`config.mk`:
```
export PLATFORM = sky130hd
export DESIGN_NAME = ups_power_sequencer_flat
export DESIGN_NICKNAME = d
export VERILOG_FILES = /design/src/rtl/ups_seq_pkg.sv /design/src/rtl/ups_seq_if.sv /design/src/rtl/ups_power_sequencer.sv /design/src/flat_wrapper.sv
export SDC_FILE = /design/constraint.sdc
export NUM_CORES = 1
export LEC_CHECK = 0
export ABC_AREA = 1
export BUFFER_PORTS_ARGS = -buffer_cell sky130_fd_sc_hd__clkbuf_2
export CORE_AREA = 3 3 92 138
export DETAILED_ROUTE_END_ITERATION = 7
export DIE_AREA = 0 0 95 141
export SLEW_MARGIN = 30
export SYNTH_ARGS = -nofsm -noshare
export SYNTH_HDL_FRONTEND = slang
export SYNTH_SLANG_ARGS = --single-unit
export TNS_END_PERCENT = 50
```
`constraint.sdc`:
```
create_clock -name clock -period 1.88 [get_ports clock]
set_clock_uncertainty 0.1 [all_clocks]
set_input_delay 0.282 -clock clock [delete_from_list [all_inputs] [get_ports clock]]
set_output_delay 0.282 -clock clock [all_outputs]
set_load 0.03 [all_outputs]
```
`src/rtl/ups_seq_pkg.sv`:
```
// ----------------------------------------------------------------------------
// ups_seq_pkg
// Shared types and constants of the UPS power sequencer.
// ----------------------------------------------------------------------------
package ups_seq_pkg;

   // field widths
   localparam int VOLT_W   = 8;
   localparam int COUNT_W  = 8;
   localparam int STATE_W  = 3;
   localparam int ACTION_W = 2;
   localparam int DELAY_W  = 4;
   localparam int CSR_IDX_W = 2;
   localparam int CSR_DATA_W = 8;

   // parameter defaults
   localparam int SHUTDOWN_DELAY_TICKS_DEF = 10;
   localparam int COUNTDOWN_DIVIDE_DEF     = 10;

   // configuration register indexes
   localparam logic [CSR_IDX_W-1:0] CSR_OFF_THRESHOLD     = 2'd0;
   localparam logic [CSR_IDX_W-1:0] CSR_ON_THRESHOLD      = 2'd1;
   localparam logic [CSR_IDX_W-1:0] CSR_POWERUP_THRESHOLD = 2'd2;

   // sequencer states, same codes as the reported state
   typedef enum logic [STATE_W-1:0] {
      ST_DISABLED      = 3'd0,
      ST_WAIT_OFF      = 3'd1,
      ST_WAIT_ON       = 3'd2,
      ST_POWERUP       = 3'd3,
      ST_RUNNING       = 3'd4,
      ST_FAIL_DELAY    = 3'd5,
      ST_CYCLE_DELAY   = 3'd6,
      ST_FAIL_SHUTDOWN = 3'd7
   } state_type;

   // request actions
   typedef enum logic [ACTION_W-1:0] {
      ACT_TICK  = 2'd0,
      ACT_LOAD  = 2'd1,
      ACT_FORCE = 2'd2
   } action_type;

endpackage

```
`src/rtl/ups_seq_if.sv`:
```
// ----------------------------------------------------------------------------
// ups_seq_if
// Valid/ready channels of the UPS power sequencer: request, response, csr.
// ----------------------------------------------------------------------------

// request channel
interface ups_seq_req_if;
   logic                                valid;
   logic                                ready;
   logic [ups_seq_pkg::ACTION_W-1:0]    action;
   logic [ups_seq_pkg::VOLT_W-1:0]      input_voltage;
   logic [ups_seq_pkg::VOLT_W-1:0]      backup_voltage;
   logic [ups_seq_pkg::COUNT_W-1:0]     countdown_value;
   logic [ups_seq_pkg::STATE_W-1:0]     forced_state;

   modport source (output valid, action, input_voltage, backup_voltage,
                   countdown_value, forced_state, input ready);
   modport sink   (input valid, action, input_voltage, backup_voltage,
                   countdown_value, forced_state, output ready);
endinterface

// response channel
interface ups_seq_rsp_if;
   logic                                valid;
   logic                                ready;
   logic [ups_seq_pkg::STATE_W-1:0]     state_code;
   logic                                output_enable;
   logic [ups_seq_pkg::COUNT_W-1:0]     countdown_left;

   modport source (output valid, state_code, output_enable, countdown_left,
                   input ready);
   modport sink   (input valid, state_code, output_enable, countdown_left,
                   output ready);
endinterface

// configuration write channel
interface ups_seq_csr_if;
   logic                                valid;
   logic                                ready;
   logic [ups_seq_pkg::CSR_IDX_W-1:0]   index;
   logic [ups_seq_pkg::CSR_DATA_W-1:0]  data;

   modport source (output valid, index, data, input ready);
   modport sink   (input valid, index, data, output ready);
endinterface

```
`src/rtl/ups_power_sequencer.sv`:
```
// ----------------------------------------------------------------------------
// ups_power_sequencer
// Switches a load output from sampled input and backup supply levels.
// ----------------------------------------------------------------------------
// Usage:
//   req_bus carries one beat per tick with samples, countdown load or state
//   force. Every request beat yields exactly one rsp_bus beat with the state
//   code, output enable and remaining countdown after that request.
//   csr_bus writes the off, on and powerup thresholds (index 0, 1, 2);
//   index 3 is accepted and ignored. csr_ready is always high.
// Throughput:
//   the response is held in registers. One request per cycle is taken while
//   rsp_bus is not stalled; the sequencer state registers double as the
//   response register, so a new beat is taken in the same cycle the pending
//   response is consumed.
// Stall:
//   while rsp_bus is stalled the response holds and req_ready stays low.
// Reset:
//   thresholds go to zero, state to powerup, output off, countdown and
//   delay counters to zero; no response is pending.
// ----------------------------------------------------------------------------
module ups_power_sequencer #(
   parameter int SHUTDOWN_DELAY_TICKS = ups_seq_pkg::SHUTDOWN_DELAY_TICKS_DEF,
   parameter int COUNTDOWN_DIVIDE     = ups_seq_pkg::COUNTDOWN_DIVIDE_DEF
) (
   input  logic                 clock,
   input  logic                 reset,
   ups_seq_req_if.sink          req_bus,
   ups_seq_rsp_if.source        rsp_bus,
   ups_seq_csr_if.sink          csr_bus
);

   localparam logic [ups_seq_pkg::DELAY_W-1:0] DELAY_LOAD =
      ups_seq_pkg::DELAY_W'(SHUTDOWN_DELAY_TICKS);
   localparam logic [ups_seq_pkg::DELAY_W:0] PHASE_WRAP =
      (ups_seq_pkg::DELAY_W + 1)'(COUNTDOWN_DIVIDE);

   // thresholds
   logic [ups_seq_pkg::VOLT_W-1:0]  off_thr_ff;
   logic [ups_seq_pkg::VOLT_W-1:0]  on_thr_ff;
   logic [ups_seq_pkg::VOLT_W-1:0]  pwr_thr_ff;

   // sequencer state, also the response payload
   ups_seq_pkg::state_type          state_ff, state_in;
   logic                            enable_ff, enable_in;
   logic [ups_seq_pkg::COUNT_W-1:0] countdown_ff, countdown_in;
   logic [ups_seq_pkg::DELAY_W-1:0] fail_cnt_ff, fail_cnt_in;
   logic [ups_seq_pkg::DELAY_W-1:0] cycle_cnt_ff, cycle_cnt_in;
   logic [ups_seq_pkg::DELAY_W-1:0] phase_ff, phase_in;
   logic                            rsp_valid_ff, rsp_valid_in;

   logic                            req_fire;
   logic                            in_low;
   logic                            in_high;
   logic                            bk_low;
   logic                            bk_ready;
   logic [ups_seq_pkg::DELAY_W:0]   phase_inc;
   logic [ups_seq_pkg::COUNT_W-1:0] countdown_dec;
   logic [ups_seq_pkg::DELAY_W-1:0] fail_dec;
   logic [ups_seq_pkg::DELAY_W-1:0] cycle_dec;

   // handshakes
   assign req_bus.ready = !rsp_valid_ff || rsp_bus.ready;
   assign req_fire      = req_bus.valid && req_bus.ready;
   assign csr_bus.ready = 1'b1;

   // csr writes
   always_ff @(posedge clock) begin
      if (reset) begin
         off_thr_ff <= '0;
         on_thr_ff  <= '0;
         pwr_thr_ff <= '0;
      end else if (csr_bus.valid) begin
         unique case (csr_bus.index)
            ups_seq_pkg::CSR_OFF_THRESHOLD:     off_thr_ff <= csr_bus.data;
            ups_seq_pkg::CSR_ON_THRESHOLD:      on_thr_ff  <= csr_bus.data;
            ups_seq_pkg::CSR_POWERUP_THRESHOLD: pwr_thr_ff <= csr_bus.data;
            default: ;
         endcase
      end
   end

   // level compares
   assign in_low   = req_bus.input_voltage <= off_thr_ff;
   assign in_high  = req_bus.input_voltage >= on_thr_ff;
   assign bk_low   = req_bus.backup_voltage <= off_thr_ff;
   assign bk_ready = req_bus.backup_voltage >= pwr_thr_ff;

   // tick arithmetic
   assign phase_inc = {1'b0, phase_ff} + 1'b1;
   assign countdown_dec = (phase_ff == '0) ? countdown_ff - 1'b1 : countdown_ff;
   assign fail_dec  = (fail_cnt_ff != '0) ? fail_cnt_ff - 1'b1 : fail_cnt_ff;
   assign cycle_dec = (cycle_cnt_ff != '0) ? cycle_cnt_ff - 1'b1 : cycle_cnt_ff;

   // next state of the sequencer
   always_comb begin
      state_in     = state_ff;
      enable_in    = enable_ff;
      countdown_in = countdown_ff;
      fail_cnt_in  = fail_cnt_ff;
      cycle_cnt_in = cycle_cnt_ff;
      phase_in     = phase_ff;
      unique case (ups_seq_pkg::action_type'(req_bus.action))
         ups_seq_pkg::ACT_TICK: begin
            unique case (state_ff)
               ups_seq_pkg::ST_WAIT_OFF: begin
                  if (in_low) state_in = ups_seq_pkg::ST_WAIT_ON;
               end
               ups_seq_pkg::ST_WAIT_ON: begin
                  if (in_high) state_in = ups_seq_pkg::ST_POWERUP;
               end
               ups_seq_pkg::ST_POWERUP, ups_seq_pkg::ST_FAIL_SHUTDOWN: begin
                  if (in_high && bk_ready) begin
                     countdown_in = '0;
                     enable_in    = 1'b1;
                     state_in     = ups_seq_pkg::ST_RUNNING;
                  end
               end
               ups_seq_pkg::ST_RUNNING: begin
                  // supply failure first, countdown expiry may override
                  if (in_low && bk_low) begin
                     enable_in   = 1'b0;
                     fail_cnt_in = DELAY_LOAD;
                     state_in    = ups_seq_pkg::ST_FAIL_DELAY;
                  end
                  if (countdown_ff != '0) begin
                     countdown_in = countdown_dec;
                     if (countdown_dec == '0) begin
                        cycle_cnt_in = DELAY_LOAD;
                        state_in     = ups_seq_pkg::ST_CYCLE_DELAY;
                        enable_in    = 1'b0;
                     end
                  end
               end
               ups_seq_pkg::ST_FAIL_DELAY: begin
                  fail_cnt_in = fail_dec;
                  if (fail_dec == '0) state_in = ups_seq_pkg::ST_FAIL_SHUTDOWN;
               end
               ups_seq_pkg::ST_CYCLE_DELAY: begin
                  cycle_cnt_in = cycle_dec;
                  if (cycle_dec == '0) state_in = ups_seq_pkg::ST_WAIT_OFF;
               end
               default: ;
            endcase
            // tick phase wraps at the countdown divide
            phase_in = (phase_inc >= PHASE_WRAP) ? '0 : phase_inc[ups_seq_pkg::DELAY_W-1:0];
         end
         ups_seq_pkg::ACT_LOAD: begin
            countdown_in = req_bus.countdown_value;
         end
         ups_seq_pkg::ACT_FORCE: begin
            state_in  = ups_seq_pkg::state_type'(req_bus.forced_state);
            enable_in = (req_bus.forced_state == ups_seq_pkg::ST_RUNNING);
         end
         default: ;
      endcase
   end

   // response valid
   always_comb begin
      rsp_valid_in = rsp_valid_ff;
      if (req_fire)          rsp_valid_in = 1'b1;
      else if (rsp_bus.ready) rsp_valid_in = 1'b0;
   end

   // state registers, updated on each request beat
   always_ff @(posedge clock) begin
      if (reset) begin
         state_ff     <= ups_seq_pkg::ST_POWERUP;
         enable_ff    <= 1'b0;
         countdown_ff <= '0;
         fail_cnt_ff  <= '0;
         cycle_cnt_ff <= '0;
         phase_ff     <= '0;
         rsp_valid_ff <= 1'b0;
      end else begin
         rsp_valid_ff <= rsp_valid_in;
         if (req_fire) begin
            state_ff     <= state_in;
            enable_ff    <= enable_in;
            countdown_ff <= countdown_in;
            fail_cnt_ff  <= fail_cnt_in;
            cycle_cnt_ff <= cycle_cnt_in;
            phase_ff     <= phase_in;
         end
      end
   end

   // response beat
   assign rsp_bus.valid          = rsp_valid_ff;
   assign rsp_bus.state_code     = state_ff;
   assign rsp_bus.output_enable  = enable_ff;
   assign rsp_bus.countdown_left = countdown_ff;

endmodule

```
`src/flat_wrapper.sv`:
```
// flat-port wrapper written by rule: the top's interface ports become plain ports
module ups_power_sequencer_flat 
#(
   parameter int SHUTDOWN_DELAY_TICKS = ups_seq_pkg::SHUTDOWN_DELAY_TICKS_DEF,
   parameter int COUNTDOWN_DIVIDE     = ups_seq_pkg::COUNTDOWN_DIVIDE_DEF
)
  (clock, reset, req_bus_valid, req_bus_action, req_bus_input_voltage, req_bus_backup_voltage, req_bus_countdown_value, req_bus_forced_state, req_bus_ready, rsp_bus_valid, rsp_bus_state_code, rsp_bus_output_enable, rsp_bus_countdown_left, rsp_bus_ready, csr_bus_valid, csr_bus_index, csr_bus_data, csr_bus_ready);
  ups_seq_req_if req_bus_i ();
  ups_seq_rsp_if rsp_bus_i ();
  ups_seq_csr_if csr_bus_i ();
  input  logic clock;
  input  logic reset;
  input wire logic [$bits(req_bus_i.valid)-1:0] req_bus_valid;
  input wire logic [$bits(req_bus_i.action)-1:0] req_bus_action;
  input wire logic [$bits(req_bus_i.input_voltage)-1:0] req_bus_input_voltage;
  input wire logic [$bits(req_bus_i.backup_voltage)-1:0] req_bus_backup_voltage;
  input wire logic [$bits(req_bus_i.countdown_value)-1:0] req_bus_countdown_value;
  input wire logic [$bits(req_bus_i.forced_state)-1:0] req_bus_forced_state;
  output wire logic [$bits(req_bus_i.ready)-1:0] req_bus_ready;
  output wire logic [$bits(rsp_bus_i.valid)-1:0] rsp_bus_valid;
  output wire logic [$bits(rsp_bus_i.state_code)-1:0] rsp_bus_state_code;
  output wire logic [$bits(rsp_bus_i.output_enable)-1:0] rsp_bus_output_enable;
  output wire logic [$bits(rsp_bus_i.countdown_left)-1:0] rsp_bus_countdown_left;
  input wire logic [$bits(rsp_bus_i.ready)-1:0] rsp_bus_ready;
  input wire logic [$bits(csr_bus_i.valid)-1:0] csr_bus_valid;
  input wire logic [$bits(csr_bus_i.index)-1:0] csr_bus_index;
  input wire logic [$bits(csr_bus_i.data)-1:0] csr_bus_data;
  output wire logic [$bits(csr_bus_i.ready)-1:0] csr_bus_ready;
  assign req_bus_i.valid = req_bus_valid;
  assign req_bus_i.action = req_bus_action;
  assign req_bus_i.input_voltage = req_bus_input_voltage;
  assign req_bus_i.backup_voltage = req_bus_backup_voltage;
  assign req_bus_i.countdown_value = req_bus_countdown_value;
  assign req_bus_i.forced_state = req_bus_forced_state;
  assign req_bus_ready = req_bus_i.ready;
  assign rsp_bus_valid = rsp_bus_i.valid;
  assign rsp_bus_state_code = rsp_bus_i.state_code;
  assign rsp_bus_output_enable = rsp_bus_i.output_enable;
  assign rsp_bus_countdown_left = rsp_bus_i.countdown_left;
  assign rsp_bus_i.ready = rsp_bus_ready;
  assign csr_bus_i.valid = csr_bus_valid;
  assign csr_bus_i.index = csr_bus_index;
  assign csr_bus_i.data = csr_bus_data;
  assign csr_bus_ready = csr_bus_i.ready;
  ups_power_sequencer #(.SHUTDOWN_DELAY_TICKS(SHUTDOWN_DELAY_TICKS), .COUNTDOWN_DIVIDE(COUNTDOWN_DIVIDE)) u_core (.clock(clock), .reset(reset), .req_bus(req_bus_i), .rsp_bus(rsp_bus_i), .csr_bus(csr_bus_i));
endmodule
```
-- Word level (Yosys, flattened, before mapping)
Cells that the tools add are included.
- word-level logic and storage cells: 102
- input port bits: 44
- output and inout bits: 15
- register bits: 49
- $lt $le $gt $ge: 5
- multiplexer cells: 31
- reduce and logical (&&, ||, !) cells: 29
- equality and inequality tests: 23
- add/subtract/negate cells: 4
- operators with widths (kind ; number):
    8-bit one-hot mux with 2 select lines ; 2
    3-bit two-way mux ; 8
    4-bit two-way mux ; 6
    8-bit two-way mux ; 3
    3-bit by 2-bit inequality test with 1-bit output (second input constant) ; 6
    3-bit one-hot mux with 6 select lines ; 1
    8-bit >= comparator ; 2
    8-bit <= comparator ; 2
    4-bit one-hot mux with 2 select lines ; 2
    3-bit == test (second input constant) ; 5
    4-bit logical NOT ; 3
    5-bit AND reduction ; 2
    2-bit nonzero test ; 5
    8-bit logical NOT ; 1
    2-bit AND reduction ; 4
    4-bit AND reduction ; 2
    8-bit AND reduction ; 1
    4-bit nonzero test ; 2
    8-bit nonzero test ; 1
    4-bit by 1-bit subtractor with 4-bit output (second input constant) ; 2
    8-bit by 1-bit subtractor with 8-bit output (second input constant) ; 1
    7-bit by 6-bit inequality test with 1-bit output (second input constant) ; 1
    3-bit by 2-bit == test with 1-bit output (second input constant) ; 2
    1-bit two-way mux ; 6
    other kinds (14) ; 22

-- Depth between registers and ports, before layout
- word-level depth: 7
- depth in mapped cells: 17
- depth with buffers taken out: 17

-- Least setup slack after synthesis
No wires, ideal clock.
- path kind: reg-to-reg
- start: reg u_core.countdown_ff (netlist bit u_core.rsp_bus.countdown_left[0])
- end: reg u_core.cycle_cnt_ff[0] in the netlist's numbering
- required time: 1.650 ns
- stages on the path, launching flop included: 13
- path buffers: 0
- data arrival time: 1.726 ns
- path slack: -0.076 ns
- setup time: 0.130 ns
- period minus slack after synthesis: 1.956 ns
- cell sequence: dfxtp_1 inv_1 ha_1 nand3_1 o21ai_0 nand2_1 nand3_1 nor2_1 nand2_2 nand2_4 nand2_4 a21oi_2 nor3_2
- cells in the longest elaborated chain, start to end: 5
- elaborated cells on any way between the ends: 7
- classes of those cells: 1 x add/sub; 2 x eq/ne; 1 x mux; 3 x reduce/logical
- ends and longest elaborated chain (what ; RTL line ; RTL):
    start, declared ; ups_power_sequencer.sv:46 ; logic [ups_seq_pkg::COUNT_W-1:0] countdown_ff, countdown_in;
    start signal, assigned ; ups_power_sequencer.sv:181 ; countdown_ff <= countdown_in;
    8-bit by 1-bit subtractor with 8-bit output ; ups_power_sequencer.sv:91 ; assign countdown_dec = (phase_ff == '0) ? countdown_ff - 1'b1 : countdown_ff;
    8-bit two-way mux ; ups_power_sequencer.sv:91 ;
    8-bit logical NOT ; ups_power_sequencer.sv:128 ; if (countdown_dec == '0) begin
    2-bit by 1-bit inequality test with 1-bit output (no source line) ; n/a ;
    5-bit AND reduction (no source line) * ; n/a ;
    end signal, assigned ; ups_power_sequencer.sv:183 ; cycle_cnt_ff <= cycle_cnt_in;
    end, declared ; ups_power_sequencer.sv:48 ; logic [ups_seq_pkg::DELAY_W-1:0] cycle_cnt_ff, cycle_cnt_in;
Every way passes the cells marked *; elsewhere a longest branch is shown, timed or not.
A chain may end at the register's enable or synchronous reset.

-- Worst setup path in the final report
- start: reg u_core.pwr_thr_ff[3] in the netlist's numbering
- end: reg u_core.countdown_ff (netlist bit u_core.rsp_bus.countdown_left[1])
- cells in the longest elaborated chain, start to end: 4
- ends and longest elaborated chain (what ; RTL line ; RTL):
    start, declared ; ups_power_sequencer.sv:41 ; logic [ups_seq_pkg::VOLT_W-1:0] pwr_thr_ff;
    start signal, assigned ; ups_power_sequencer.sv:77 ; ups_seq_pkg::CSR_POWERUP_THRESHOLD: pwr_thr_ff <= csr_bus.data;
    8-bit >= comparator ; ups_power_sequencer.sv:87 ; assign bk_ready = req_bus.backup_voltage >= pwr_thr_ff;
    1-bit logical AND ; ups_power_sequencer.sv:113 ; if (in_high && bk_ready) begin
    3-bit by 2-bit inequality test with 1-bit output (no source line) ; n/a ;
    5-bit AND reduction (no source line) ; n/a ;
No other way between the ends.

==> run metrics <==
status finished with violations; failing checks setup timing; sequential share of power 35.4%; maximum vdd drop 0.3526 mV; io pins 59; global-route wire length before repair 16.17 mm; Yosys top cell area share 28.24%; chip width 95 µm; WL/cell 13.00 µm; crit path setup slack, layout -0.03615 ns; CTS tree yes; post-route antenna net violation count 0; via/cell ratio 4.856; ANT cells 0; CP Class flip-flop to flip-flop; final hold violation count 0; Iter 0 DRT Violations 144; Hold Path Stages 3; crit end category flip-flop; Distinct cells, synth 36; core area 11,590 µm²; max cap viols 0; Crit Path Max Fanout 5; Area contributors post-synth dfxtp_1 (28%), ha_1 (14%), nand2_1 (11%); worst skew pair latency 0.30 ns; Routed WL 10.18 mm; largest net degree at the start of global routing 33; LEAKAGE 0.002272 µW; cell with the most instances after synthesis nand2_1; vias in the first global route 3,758; synth warn 0; Reg2Reg Depth 11; htree depth 2; Avg Inst Size Synth 6.667 µm²; crit start category flip-flop; CP max stage delay 0.31 ns; fill cell count 1,178; RSZ-0062 raised after global routing yes; CP most frequent cell nand2_4; # rows 48; setup TNS -0.1564 ns; Port Buffers 57; Comb power frac 30.9%; hold slack 0.1678 ns; ys async rst share 0%; endpoints failing setup 8; Mapped Nets 603; Reg clk slew, reported paths 0.07 ns; placed wire-length estimate 7.564 mm; cells after synthesis 521; initial antenna violation count 0; max frequency 521.9 MHz; router iterations before antenna repair 5; cell accounting for the most synthesized area dfxtp_1; total gr overflow 0; P per Cell Area 638.3 nW/µm²; Slew Limit Fails 0; clock network fraction of total power 33.8%; Max Root-Sink Buffers 2; Setup WS pre-CTS -0.2237 ns; Area Growth Syn to Fin 45.39%; switch share 32.20%; Starting Density 29.97%; clk sinks 49; GRT Overall Usage 14.96%; Die Ht 141 µm; Switch Pwr 1038 µW; nets 714; layout cells sized above 1 38.86%; number of CTS-inserted buffers 5; Post-synth EDFFs 0; Slowest-stage cell, CP dfxtp_1; Int Power 2185 µW; HP Class primary input to flip-flop; CTS root buf clkbuf_16; Final Critical Period 1.916 ns; Residual DRC 0; Arrival @ worst endpoint 2.00 ns; Synth top cells by count nand2_1 (103), inv_1 (80), a21oi_1 (59); via count 3,802; CP required 1.96 ns; Seq/Total Area, Yosys 28.24%; crit-path cells inv_1 > ha_4 > nand2_2 > o21ai_2 > nand2_1 > nand3_2 > nand2_4 > a21oi_4 > nand2_4 > o21ai_1 > a21oi_2; RD Place Congestion 0.9018; Synth Register Bits 49; Die ar. 13,400 µm²; Post-Synthesis Cell Area 3473 µm²; Tcrit/Tclk final 101.9%; Synth Flop Type dfxtp_1
-- layout by cell type, fill, tap and decap left out, drive strengths merged, types with 12 or more instances in the layout --
cell type and n:
ha 38, a21oi 61, nand2 110, nor2 49, clkbuf 64, o21ai 57, buf 56, nand3 24
inv 83, nor3 12, dfxtp 49
-- registers in the layout (all words and copies together) (netlist names) --
name / count
u_core.off_thr_ff: 8
u_core.on_thr_ff: 8
u_core.pwr_thr_ff: 8
u_core.rsp_bus.countdown_left: 8
u_core.cycle_cnt_ff: 4
u_core.fail_cnt_ff: 4
u_core.phase_ff: 4
u_core.rsp_bus.state_code: 3
u_core.rsp_bus.output_enable: 1
u_core.rsp_bus.valid: 1
-- power groups by stage --
stage | Combinational, µW | Sequential [µW] | Clock (µW)
floorplan | 443 | 1200 | 0
global placement | 763 | 1160 | 0
detailed placement | 782 | 1160 | 0
CTS | 878 | 1140 | 1110
global route | 1110 | 1150 | 1140
finish | 995 | 1140 | 1090
-- layer usage --
| layer | global-route usage, % | vias up | share of wire [%] |
|---|---|---|---|
| li1 | - | 1933 | - |
| met2 | 28.10 | 99 | 54 |
| met3 | 1.869 | 27 | 3.7 |
| met1 | 16.26 | 1743 | 39 |
| met5 | 0 | - | 0 |
| met4 | 6.616 | 0 | 3.5 |
-- worst paths after layout --
kind / from / endpoint / slack [ns]
worst min register to register: u_core.on_thr_ff[0]$_SDFFE_PP0P_ / u_core.on_thr_ff[0]$_SDFFE_PP0P_ / 0.36
worst min-delay path: csr_bus_data[0] / u_core.off_thr_ff[0]$_SDFFE_PP0P_ / 0.17
worst max register to register: u_core.pwr_thr_ff[3]$_SDFFE_PP0P_ / u_core.rsp_bus.countdown_left[1]$_SDFFE_PP0P_ / -0.04
worst max-delay path: u_core.pwr_thr_ff[3]$_SDFFE_PP0P_ / u_core.rsp_bus.countdown_left[1]$_SDFFE_PP0P_ / -0.04
-- final cells by class --
| type | count | area (µm²) | area share (%) |
|---|---|---|---|
| timing repair buffer | 113 | 720.7 | 14.27 |
| clock inverter | 1 | 30.03 | 0.5946 |
| sequential | 49 | 994.7 | 19.70 |
| clock buffer | 7 | 142.6 | 2.825 |
| tap | 150 | 187.7 | 3.717 |
| multi-input combinational | 380 | 2660 | 52.68 |
| inverter | 83 | 314.1 | 6.219 |
-- metrics by stage --
| stage | instance area (µm²) | util, % | total power, µW | cells |
|---|---|---|---|---|
| after floorplan | 3476 | - | 1639 | 521 |
| after global placement | 4297 | 37.07 | 1920 | 771 |
| after detailed placement | 4297 | 37.07 | 1939 | 771 |
| after CTS | 4696 | 40.51 | 3121 | 782 |
| after global routing | 5050 | 43.57 | 3396 | 783 |
| final | 5050 | 43.57 | 3223 | 783 |
-- critical path: cells and delay by family (launching register included) --
family / cells / cell delay (ns)
AO/OA/AOI/OAI: 4 / 0.61
adder cells (fa/ha/maj): 1 / 0.28
buffers and inverters: 1 / 0.07
flip-flops: 1 / 0.31
AND/OR/NAND/NOR: 5 / 0.44
-- kinds of logic (layout without fill, tap and decap cells) --
family,after synthesis,after routing,synth area share [%]
fa+ha+maj,38,38,13.69
flops,49,49,28.24
compound gates,131,131,20.07
other cells,1,1,0.1080
buf+inv,93,204,10.41
xor+xnor,5,5,1.261
simple gates,204,205,26.22
-- timing repair --
| item | CTS | global route |
|---|---|---|
| hold buffers | 0 | 0 |
| cloned | 1 | 0 |
| resized for setup | 65 | 77 |
| buffers inserted | 2 | 1 |
| pin swaps | 22 | 33 |
| endpoints found under the setup margin | 20 | 23 |
Power figures use the tool's default switching activity.
